$ cat src/rtl/sparse_polynomial_multiply_macros.svh
// ----------------------------------------------------------------------------
// Sparse polynomial multiply assertion macros
// Shared assertion forms for the sparse polynomial multiply modules.
// ----------------------------------------------------------------------------
`ifndef SPARSE_POLYNOMIAL_MULTIPLY_MACROS_SVH
`define SPARSE_POLYNOMIAL_MULTIPLY_MACROS_SVH

// Implication checked on every clock edge outside reset.
`define SPM_ASSERT_IMP(label, clk, rst_n, ante, cons, msg) \
  label: assert property (@(posedge clk) disable iff (!rst_n) (ante) |-> (cons)) \
    else $error(msg);

// Next-cycle implication checked outside reset.
`define SPM_ASSERT_NEXT(label, clk, rst_n, ante, cons, msg) \
  label: assert property (@(posedge clk) disable iff (!rst_n) (ante) |=> (cons)) \
    else $error(msg);

`endif

$ cat src/rtl/spm_pkg.sv
// ----------------------------------------------------------------------------
// Sparse polynomial multiply package
// Widths, item codes and the command type passed from front to back.
// ----------------------------------------------------------------------------
package spm_pkg;

  localparam int MaxTerms    = 8;
  localparam int CoefWidth   = 16;
  localparam int DegreeWidth = 8;

  localparam int InCoefW   = 16;
  localparam int InDegW    = 8;
  localparam int OutCoefW  = 38;
  localparam int OutDegW   = 9;
  localparam int IdxW      = (MaxTerms > 1) ? $clog2(MaxTerms) : 1;
  localparam int CntW      = $clog2(MaxTerms + 1);
  localparam int ProdDepth = MaxTerms * MaxTerms;
  localparam int MIdxW     = (ProdDepth > 1) ? $clog2(ProdDepth) : 1;
  localparam int MCntW     = $clog2(ProdDepth + 1);
  localparam int SumDegW   = DegreeWidth + 1;
  localparam int ProdW     = 2 * CoefWidth;
  localparam int CmdQDepth = 2;

  localparam logic [1:0] KindLoadFirst  = 2'd0;
  localparam logic [1:0] KindLoadSecond = 2'd1;
  localparam logic [1:0] KindCompute    = 2'd2;

  typedef struct packed {
    logic            load_sel;
    logic            is_compute;
    logic [CoefWidth-1:0]   coef;
    logic [DegreeWidth-1:0] degree;
  } cmd_t;

endpackage

$ cat src/rtl/spm_front.sv
// ----------------------------------------------------------------------------
// Sparse polynomial multiply front end
// Accepts items, drops unused codes and passes commands to a short queue.
// ----------------------------------------------------------------------------
module spm_front (
  input  logic                        clk_i,
  input  logic                        rst_ni,
  input  logic                        push,
  output logic                        full,
  input  logic [1:0]                  kind_i,
  input  logic [spm_pkg::InCoefW-1:0] term_coef_i,
  input  logic [spm_pkg::InDegW-1:0]  term_degree_i,
  output logic                        cmd_valid_o,
  output spm_pkg::cmd_t               cmd_o,
  input  logic                        cmd_ready_i
);
  import spm_pkg::*;

  localparam int QIdxW = $clog2(CmdQDepth);

  cmd_t            q_mem [CmdQDepth];
  logic [QIdxW-1:0] wr_q, wr_d, rd_q, rd_d;
  logic [QIdxW:0]   cnt_q, cnt_d;
  logic            acc, useful, deq;
  cmd_t            cmd_in;

  assign full   = (cnt_q == (QIdxW+1)'(CmdQDepth));
  assign acc    = push && !full;
  assign useful = (kind_i == KindLoadFirst) || (kind_i == KindLoadSecond) ||
                  (kind_i == KindCompute);
  assign deq    = cmd_valid_o && cmd_ready_i;
  assign cmd_valid_o = (cnt_q != '0);
  assign cmd_o  = q_mem[rd_q];

  always_comb begin
    cmd_in.load_sel   = (kind_i == KindLoadSecond);
    cmd_in.is_compute = (kind_i == KindCompute);
    cmd_in.coef       = term_coef_i[CoefWidth-1:0];
    cmd_in.degree     = term_degree_i[DegreeWidth-1:0];
    wr_d  = wr_q;
    rd_d  = rd_q;
    cnt_d = cnt_q;
    if (acc && useful) begin
      wr_d = (wr_q == QIdxW'(CmdQDepth - 1)) ? '0 : wr_q + 1'b1;
    end
    if (deq) begin
      rd_d = (rd_q == QIdxW'(CmdQDepth - 1)) ? '0 : rd_q + 1'b1;
    end
    cnt_d = cnt_q + (QIdxW+1)'(acc && useful) - (QIdxW+1)'(deq);
  end

  always_ff @(posedge clk_i) begin
    if (acc && useful) begin
      q_mem[wr_q] <= cmd_in;
    end
  end

  always_ff @(posedge clk_i or negedge rst_ni) begin
    if (!rst_ni) begin
      wr_q  <= '0;
      rd_q  <= '0;
      cnt_q <= '0;
    end else begin
      wr_q  <= wr_d;
      rd_q  <= rd_d;
      cnt_q <= cnt_d;
    end
  end

`include "sparse_polynomial_multiply_macros.svh"

  `SPM_ASSERT_IMP(a_cnt_bound, clk_i, rst_ni, 1'b1, cnt_q <= (QIdxW+1)'(CmdQDepth), "queue overfull")
  `SPM_ASSERT_NEXT(a_push_grows, clk_i, rst_ni, acc && useful && !deq, cnt_q == $past(cnt_q) + 1'b1, "queue count slip")
  `SPM_ASSERT_NEXT(a_ignore, clk_i, rst_ni, acc && !useful && !deq, $stable(cnt_q), "unused code queued")

endmodule

$ cat src/rtl/spm_back.sv
// ----------------------------------------------------------------------------
// Sparse polynomial multiply back end
// Stores terms, forms and merges products, and queues the result items.
// ----------------------------------------------------------------------------
module spm_back (
  input  logic                         clk_i,
  input  logic                         rst_ni,
  input  logic                         cmd_valid_i,
  input  spm_pkg::cmd_t                cmd_i,
  output logic                         cmd_ready_o,
  output logic                         empty,
  input  logic                         pop,
  output logic [spm_pkg::OutCoefW-1:0] out_coef_o,
  output logic [spm_pkg::OutDegW-1:0]  out_degree_o,
  output logic                         is_last_o,
  output logic                         is_empty_o,
  output logic                         load_overflow_o
);
  import spm_pkg::*;

  typedef enum logic [2:0] {
    StIdle, StRead, StMul, StScan, StEmit, StEmitWait
  } state_e;

  logic signed [CoefWidth-1:0] a_coef [MaxTerms];
  logic [DegreeWidth-1:0]      a_deg  [MaxTerms];
  logic signed [CoefWidth-1:0] b_coef [MaxTerms];
  logic [DegreeWidth-1:0]      b_deg  [MaxTerms];
  logic signed [OutCoefW-1:0]  m_coef [ProdDepth];
  logic [SumDegW-1:0]          m_deg  [ProdDepth];

  state_e               st_q;
  logic [CntW-1:0]      acnt_q, bcnt_q;
  logic                 ovf_q, ovf_snap_q;
  logic [IdxW-1:0]      ai_q, bi_q;
  logic [MCntW-1:0]     mcnt_q, k_q;
  logic signed [CoefWidth-1:0] ca_q, cb_q;
  logic [SumDegW-1:0]   d_q;
  logic signed [ProdW-1:0] p_q;
  logic [SumDegW-1:0]   rd_deg_q;
  logic signed [OutCoefW-1:0] rd_coef_q;
  logic                 rd_vld_q;

  // Result register, one item deep.
  logic                 ovalid_q;
  logic signed [OutCoefW-1:0] ocoef_q;
  logic [OutDegW-1:0]   odeg_q;
  logic                 olast_q, oempty_q, oovf_q;

  logic                 oslot_free, last_pair, hit;
  logic [MIdxW-1:0]     k_idx;

  assign empty           = !ovalid_q;
  assign out_coef_o      = ocoef_q;
  assign out_degree_o    = odeg_q;
  assign is_last_o       = olast_q;
  assign is_empty_o      = oempty_q;
  assign load_overflow_o = oovf_q;
  assign oslot_free      = !ovalid_q || pop;
  assign cmd_ready_o     = (st_q == StIdle) &&
                           (!cmd_i.is_compute || oslot_free || (acnt_q != '0 && bcnt_q != '0));
  assign last_pair = ({1'b0, ai_q} == CntW'(acnt_q - 1'b1)) &&
                     ({1'b0, bi_q} == CntW'(bcnt_q - 1'b1));
  assign k_idx     = k_q[MIdxW-1:0];
  assign hit       = rd_vld_q && (k_q != '0) && (rd_deg_q == d_q);

  always_ff @(posedge clk_i) begin
    if (st_q == StIdle && cmd_valid_i && cmd_ready_o && !cmd_i.is_compute) begin
      if (!cmd_i.load_sel && acnt_q < CntW'(MaxTerms)) begin
        a_coef[acnt_q[IdxW-1:0]] <= cmd_i.coef;
        a_deg[acnt_q[IdxW-1:0]]  <= cmd_i.degree;
      end
      if (cmd_i.load_sel && bcnt_q < CntW'(MaxTerms)) begin
        b_coef[bcnt_q[IdxW-1:0]] <= cmd_i.coef;
        b_deg[bcnt_q[IdxW-1:0]]  <= cmd_i.degree;
      end
    end
    ca_q <= a_coef[ai_q];
    cb_q <= b_coef[bi_q];
    if (st_q == StRead) begin
      d_q <= SumDegW'(a_deg[ai_q]) + SumDegW'(b_deg[bi_q]);
    end
    if (st_q == StMul) begin
      p_q <= ca_q * cb_q;
    end
    rd_deg_q  <= m_deg[k_idx];
    rd_coef_q <= m_coef[k_idx];
    if (st_q == StScan && hit) begin
      m_coef[k_idx - 1'b1] <= rd_coef_q + OutCoefW'(p_q);
    end else if (st_q == StScan && rd_vld_q && k_q >= mcnt_q) begin
      m_coef[mcnt_q[MIdxW-1:0]] <= OutCoefW'(p_q);
      m_deg[mcnt_q[MIdxW-1:0]]  <= d_q;
    end
  end

  // The scan reads entry k into a register and compares it in the next cycle; k_q points one past.
  always_ff @(posedge clk_i or negedge rst_ni) begin
    if (!rst_ni) begin
      st_q <= StIdle; acnt_q <= '0; bcnt_q <= '0; ovf_q <= 1'b0; ovf_snap_q <= 1'b0;
      ai_q <= '0; bi_q <= '0; mcnt_q <= '0; k_q <= '0; rd_vld_q <= 1'b0;
      ovalid_q <= 1'b0; ocoef_q <= '0; odeg_q <= '0;
      olast_q <= 1'b0; oempty_q <= 1'b0; oovf_q <= 1'b0;
    end else begin
      if (pop && ovalid_q) begin
        ovalid_q <= 1'b0;
      end
      case (st_q)
        StIdle: begin
          if (cmd_valid_i && cmd_ready_o) begin
            if (!cmd_i.is_compute) begin
              if (!cmd_i.load_sel) begin
                if (acnt_q < CntW'(MaxTerms)) acnt_q <= acnt_q + 1'b1;
                else ovf_q <= 1'b1;
              end else begin
                if (bcnt_q < CntW'(MaxTerms)) bcnt_q <= bcnt_q + 1'b1;
                else ovf_q <= 1'b1;
              end
            end else if (acnt_q == '0 || bcnt_q == '0) begin
              ovalid_q <= 1'b1; ocoef_q <= '0; odeg_q <= '0;
              olast_q <= 1'b1; oempty_q <= 1'b1; oovf_q <= ovf_q;
              acnt_q <= '0; bcnt_q <= '0; ovf_q <= 1'b0;
            end else begin
              ovf_snap_q <= ovf_q;
              ai_q <= '0; bi_q <= '0; mcnt_q <= '0;
              st_q <= StRead;
            end
          end
        end
        StRead: begin
          st_q <= StMul;
        end
        StMul: begin
          k_q <= '0; rd_vld_q <= 1'b0;
          st_q <= StScan;
        end
        StScan: begin
          if (hit || (rd_vld_q && k_q >= mcnt_q)) begin
            if (!hit) begin
              mcnt_q <= mcnt_q + 1'b1;
            end
            rd_vld_q <= 1'b0;
            if (last_pair) begin
              k_q <= '0;
              st_q <= StEmitWait;
            end else begin
              if ({1'b0, bi_q} == CntW'(bcnt_q - 1'b1)) begin
                bi_q <= '0; ai_q <= ai_q + 1'b1;
              end else begin
                bi_q <= bi_q + 1'b1;
              end
              st_q <= StRead;
            end
          end else if (!rd_vld_q && mcnt_q == '0) begin
            rd_vld_q <= 1'b1;
          end else begin
            rd_vld_q <= 1'b1;
            k_q <= k_q + 1'b1;
          end
        end
        StEmitWait: begin
          st_q <= StEmit;
        end
        StEmit: begin
          if (oslot_free) begin
            ovalid_q <= 1'b1;
            ocoef_q  <= rd_coef_q;
            odeg_q   <= OutDegW'(rd_deg_q);
            olast_q  <= (k_q == mcnt_q - 1'b1);
            oempty_q <= 1'b0;
            oovf_q   <= ovf_snap_q;
            if (k_q == mcnt_q - 1'b1) begin
              acnt_q <= '0; bcnt_q <= '0; ovf_q <= 1'b0;
              st_q <= StIdle;
            end else begin
              k_q <= k_q + 1'b1;
              st_q <= StEmitWait;
            end
          end
        end
        default: st_q <= StIdle;
      endcase
    end
  end

`include "sparse_polynomial_multiply_macros.svh"

  `SPM_ASSERT_IMP(a_mcnt_bound, clk_i, rst_ni, 1'b1, mcnt_q <= MCntW'(ProdDepth), "merge count too big")
  `SPM_ASSERT_IMP(a_cnt_bound, clk_i, rst_ni, 1'b1, acnt_q <= CntW'(MaxTerms) && bcnt_q <= CntW'(MaxTerms), "term count too big")
  `SPM_ASSERT_NEXT(a_hold, clk_i, rst_ni, ovalid_q && !pop, ovalid_q && $stable(ocoef_q), "result lost")

endmodule

$ cat src/rtl/sparse_polynomial_multiply.sv
// ----------------------------------------------------------------------------
// Sparse polynomial multiply
// Loads two sparse polynomials term by term and emits their merged product.
// ----------------------------------------------------------------------------
// A load item is stored from the idle state of the back end. A compute item
// walks every product pair in turn through the read, multiply and scan states;
// the scan compares the product's degree with each distinct degree already
// found, one entry at a time since the merge store has one read port, and each
// result item then passes through the emit-wait and emit states. A two-entry
// command queue lets items be pushed while a compute is running.
module sparse_polynomial_multiply (
  input  logic                         clk_i,
  input  logic                         rst_ni,
  input  logic                         push,
  output logic                         full,
  input  logic [1:0]                   kind_i,
  input  logic [spm_pkg::InCoefW-1:0]  term_coef_i,
  input  logic [spm_pkg::InDegW-1:0]   term_degree_i,
  output logic                         empty,
  input  logic                         pop,
  output logic [spm_pkg::OutCoefW-1:0] out_coef_o,
  output logic [spm_pkg::OutDegW-1:0]  out_degree_o,
  output logic                         is_last_o,
  output logic                         is_empty_o,
  output logic                         load_overflow_o
);
  import spm_pkg::*;

  cmd_t cmd;
  logic cmd_valid, cmd_ready;

  spm_front u_front (
    .clk_i, .rst_ni, .push, .full, .kind_i, .term_coef_i, .term_degree_i,
    .cmd_valid_o(cmd_valid), .cmd_o(cmd), .cmd_ready_i(cmd_ready)
  );

  spm_back u_back (
    .clk_i, .rst_ni, .cmd_valid_i(cmd_valid), .cmd_i(cmd), .cmd_ready_o(cmd_ready),
    .empty, .pop, .out_coef_o, .out_degree_o, .is_last_o, .is_empty_o,
    .load_overflow_o
  );

endmodule

$ cat config.mk
export PLATFORM = sky130hd
export DESIGN_NAME = sparse_polynomial_multiply
export DESIGN_NICKNAME = d
export VERILOG_FILES = /design/src/rtl/spm_pkg.sv /design/src/rtl/spm_front.sv /design/src/rtl/spm_back.sv /design/src/rtl/sparse_polynomial_multiply.sv
export VERILOG_INCLUDE_DIRS = /design/src /design/src/rtl
export SDC_FILE = /design/constraint.sdc
export NUM_CORES = 2
export LEC_CHECK = 0
export BUFFER_PORTS_ARGS = -buffer_cell sky130_fd_sc_hd__clkbuf_2
export CORE_MARGIN = 1
export CORE_UTILIZATION = 57
export DETAILED_ROUTE_END_ITERATION = 10
export GPL_TIMING_DRIVEN = 0
export PLACE_DENSITY = 0.76
export RECOVER_POWER = 50
export SLEW_MARGIN = 25
export SYNTH_ARGS = -nofsm -noshare
export SYNTH_HDL_FRONTEND = slang
export SYNTH_HIERARCHICAL = 1
export SYNTH_SLANG_ARGS = --single-unit
$ cat constraint.sdc
create_clock -name clk_i -period 6.5 [get_ports clk_i]
set_clock_uncertainty 0.1 [all_clocks]
set_input_delay 1.95 -clock clk_i [delete_from_list [all_inputs] [get_ports clk_i]]
set_output_delay 1.95 -clock clk_i [all_outputs]
set_load 0.05 [all_outputs]
==> flow_summary.yaml <==
outcome:
  status: "complete, but fails checks"
  violations: "capacitance limit, slew limit, setup timing"
setup_path:
  cp_slowest_cell: "nor2_4"
  start_kind: "flip-flop"
  critPathMaxStageDelay_ns: 0.67
  reg2reg_slack_ns: -0.07
  startpoint: "u_back/k_q[0]$_DFFE_PN0P_"
  reg2reg_from: "u_back/k_q[0]$_DFFE_PN0P_"
  cp.arrival_ns: 7.05
  crit_chain: "clkbuf_1 -> buf_2 -> buf_6 -> buf_2 -> inv_1 -> ha_1 -> nand2b_1 -> a21o_1 -> a21oi_1 -> o21a_1 -> nor4_4 -> buf_2 -> buf_2 -> nand2_1 -> o31ai_1 -> nand2_2 -> nor2_4 -> buf_16"
  cp_max_fo: 16
  crit_required_ns: 6.98
  crit_end: "u_back/m_coef[35][14]$_DFFE_PP_"
  rr_worst_depth: 18
  cp_common_cell: "buf_2"
  rr_endpoint: "u_back/m_coef[35][14]$_DFFE_PP_"
  end_kind: "flip-flop"
  critPathKind: "flip-flop to flip-flop"
routing:
  drtAntennaViolNets: 0
  drtIter0Drc: 12500
  post-route-drc-count: 0
  dr.pass1.iters: 10
  dr_total_vias: 80900
  wire_per_inst_um: 37.6
  drt_wl_total_um: 440000
  avgViaCountPerCell: 6.92
logic_synthesis:
  synth.largest_area_cell: "edfxtp_1"
  syn-instance-count: 7149
  ys_types: 79
  async_flop_share: 0.0244
  synth.yosys.warnings: 6
  ys.flop_type: "edfxtp_1"
  syn_area_per_cell_um2: 21.1
  synth_edf_count: 3485
  synthTopCellsByArea: "edfxtp_1 (69%), mux4_2 (16%), fa_1 (3.5%), dfrtp_1 (1.5%), ha_1 (1.2%)"
  synth_top_area_share: 0.695
  seq_area_frac_synth: 0.720
  syn_nets: 7591
  ys_ff_latch: 3653
  netlist_area_um2: 151000
clock_network:
  cts_tree: "done"
  root_buffer: "clkbuf_16"
  cts-buffers-inserted: 356
  clk_latency_ns: 0.93
  clkSinkCount: 3653
  cts_buffer_depth: 4
  clkTransAtPathRegs_ns: 0.07
  htree_num_levels: 5
sta:
  fin_ws_ns: -0.0657
  max_freq_mhz: 152
  tightest_slew_ns: 3.14
  fin_crit_sh: 1.01
  final-max-slew-violation-count: 178
  slew_headroom: -1.10
  setup_viol: 79
  finalHoldViolCount: 0
  period_minus_slack_ns: 6.57
  holdWs_ns: 0.390
die:
  start_util: 0.574
  dieHeight_um: 516
  ios: 82
  std_cell_rows: 188
  core_um2: 263000
  die_area_um2: 266000
  dieWidth_um: 516
grt:
  grt_max_degree: 65
  track_usage: 0.331
  grt_antenna_before_repair: 40
  grt_overflow: 0
  grt_pass1_vias: 82000
  grt_pass1_wl_um: 613000
finish:
  syn2layout_area_growth_pct: 15.2
  final_core_util: 0.661
  nFillCells: 15500
  seqCellArea_um2: 109000
  multi_input_area_um2: 40700
  final_area_um2: 174000
  drive_gt1_frac: 0.283
  fin_nets: 8328
placement:
  place.gp.congestion: 0.925
  dp_hpwl_um: 277000
  post-place-ws_ns: -1.07
  port_buffers: 81
  place_area_um2: 162000
power_and_ir_drop:
  leakagePower_uw: 0.0565
  power.density_nw_per_um2: 437
  peakVddDrop_mv: 0.363
run:
  maxCapViolCount: 9
min_path:
  hold_class: "flip-flop to flip-flop"
-- metrics by stage --
step | power [uW] | TNS, ns | std cells
4_1_cts | 75100 | -14.36 | 11700
3_3_place_gp | 51700 | - | 10700
3_5_place_dp | 54300 | -81.96 | 11000
2_1_floorplan | 44500 | 0 | 7149
6_report | 75800 | -2.48 | 11700
5_1_grt | 77000 | -0.120 | 11700
-- repair_timing --
item | CTS | global route
setup endpoints to repair | 1811 | 758
resized for setup | 93 | 144
buffers inserted | 15 | 32
hold buffers | 0 | 0
pin swaps | 8 | 20
-- state kept, by name (all words and copies together), names as in the netlist, 32 cells and up --
signal and cells:
u_back/a_coef 128, u_back/a_deg 64, u_back/b_coef 128, u_back/b_deg 64
u_back/m_coef 2432, u_back/m_deg 576, u_back/out_coef_o 38, u_back/p_q 32
u_back/rd_coef_q 38, u_front/q_mem 52
-- cell families (layout without fill, tap and decap cells) --
group           after synthesis  in the layout  synth area share
flops                      3653           3653             0.720
mux                        1164           1164             0.168
simple gates                797            797            0.0248
buf+inv                     665           1683            0.0176
fa+ha+maj                   412            412            0.0474
compound gates              344            344            0.0151
xor+xnor                    114            114           0.00663
other cells                   0             19                 0
-- layout by cell type, fill, tap and decap left out, types with 74 or more instances in the layout --
master and instances:
ha_1 141, buf_2 88, a21oi_1 74, dfrtp_1 89, buf_16 130, fa_1 260, mux4_2 1083, and2_1 130
clkbuf_1 296, xnor2_1 77, clkbuf_2 109, edfxtp_1 3485, clkbuf_16 364, nor2_1 164, nand2_1 229, inv_1 331
-- synth_stat cells (all sizes together), types with 34 or more instances --
| library cell | instances |
|---|---|
| fa | 264 |
| xnor2 | 78 |
| nand3 | 37 |
| clkbuf | 200 |
| and2 | 133 |
| a21oi | 90 |
| dfrtp | 89 |
| nor3 | 39 |
| buf | 128 |
| nor2 | 257 |
| edfxtp | 3485 |
| mux2 | 74 |
| o21ai | 84 |
| xor2 | 36 |
| a22o | 47 |
| ha | 148 |
| mux4 | 1083 |
| nand2 | 238 |
| dfxtp | 79 |
| inv | 333 |
| a21o | 34 |
-- final cells by class --
| cell class | count | area share |
|---|---|---|
| clock inverters | 183 | 0.00926 |
| repair buffers | 382 | 0.0335 |
| well taps | 3515 | 0.0253 |
| plain buffers | 325 | 0.00916 |
| diodes | 19 | 0.000274 |
| clock buffers | 456 | 0.0553 |
| flip-flops and latches | 3653 | 0.625 |
| multi-input cells | 2831 | 0.234 |
| inverters | 337 | 0.00731 |
-- where the power goes --
part / switching, uW / internal, uW / leakage, uW / total (uW)
Sequential: 620 / 31400 / 0.0331 / 32000
Clock: 9070 / 11400 / 0.00548 / 20400
Combinational: 14900 / 8420 / 0.0179 / 23400
-- layer usage --
layer / track usage / part of all wire
met1: 0.404 / 0.32
met2: 0.549 / 0.50
met3: 0.0794 / 0.12
met4: 0.178 / 0.063
met5: 0.00288 / 0.00067
-- how the worst min path moves through the flow --
stage / from / to / slack (ns) / depth (start not counted)
after global routing: u_back/d_q[4]$_DFFE_PP_ / u_back/m_deg[12][4]$_DFFE_PP_ / 0.40 / 0
after detailed placement: u_back/out_coef_o[16]$_DFFE_PN0P_ / u_back/out_coef_o[16]$_DFFE_PN0P_ / 0.39 / 1
after floorplan: u_front/cnt_q[1]$_DFF_PN0_ / u_front/cnt_q[1]$_DFF_PN0_ / 0.36 / 1
after global placement: u_front/cnt_q[1]$_DFF_PN0_ / u_front/cnt_q[1]$_DFF_PN0_ / 0.38 / 1
after CTS: u_back/rd_coef_q[30]$_DFF_P_ / u_back/out_coef_o[30]$_DFFE_PN0P_ / 0.40 / 1
final: u_back/d_q[4]$_DFFE_PP_ / u_back/m_deg[12][4]$_DFFE_PP_ / 0.39 / 0
-- worst max-delay path: cells and delay by family (launching register included) --
kind	cells	cell delay [ns]
buf+inv	8	2.65
simple gates	5	2.04
compound gates	4	0.67
flops	1	0.38
fa+ha+maj	1	0.36
Power figures use the tool's default switching activity.
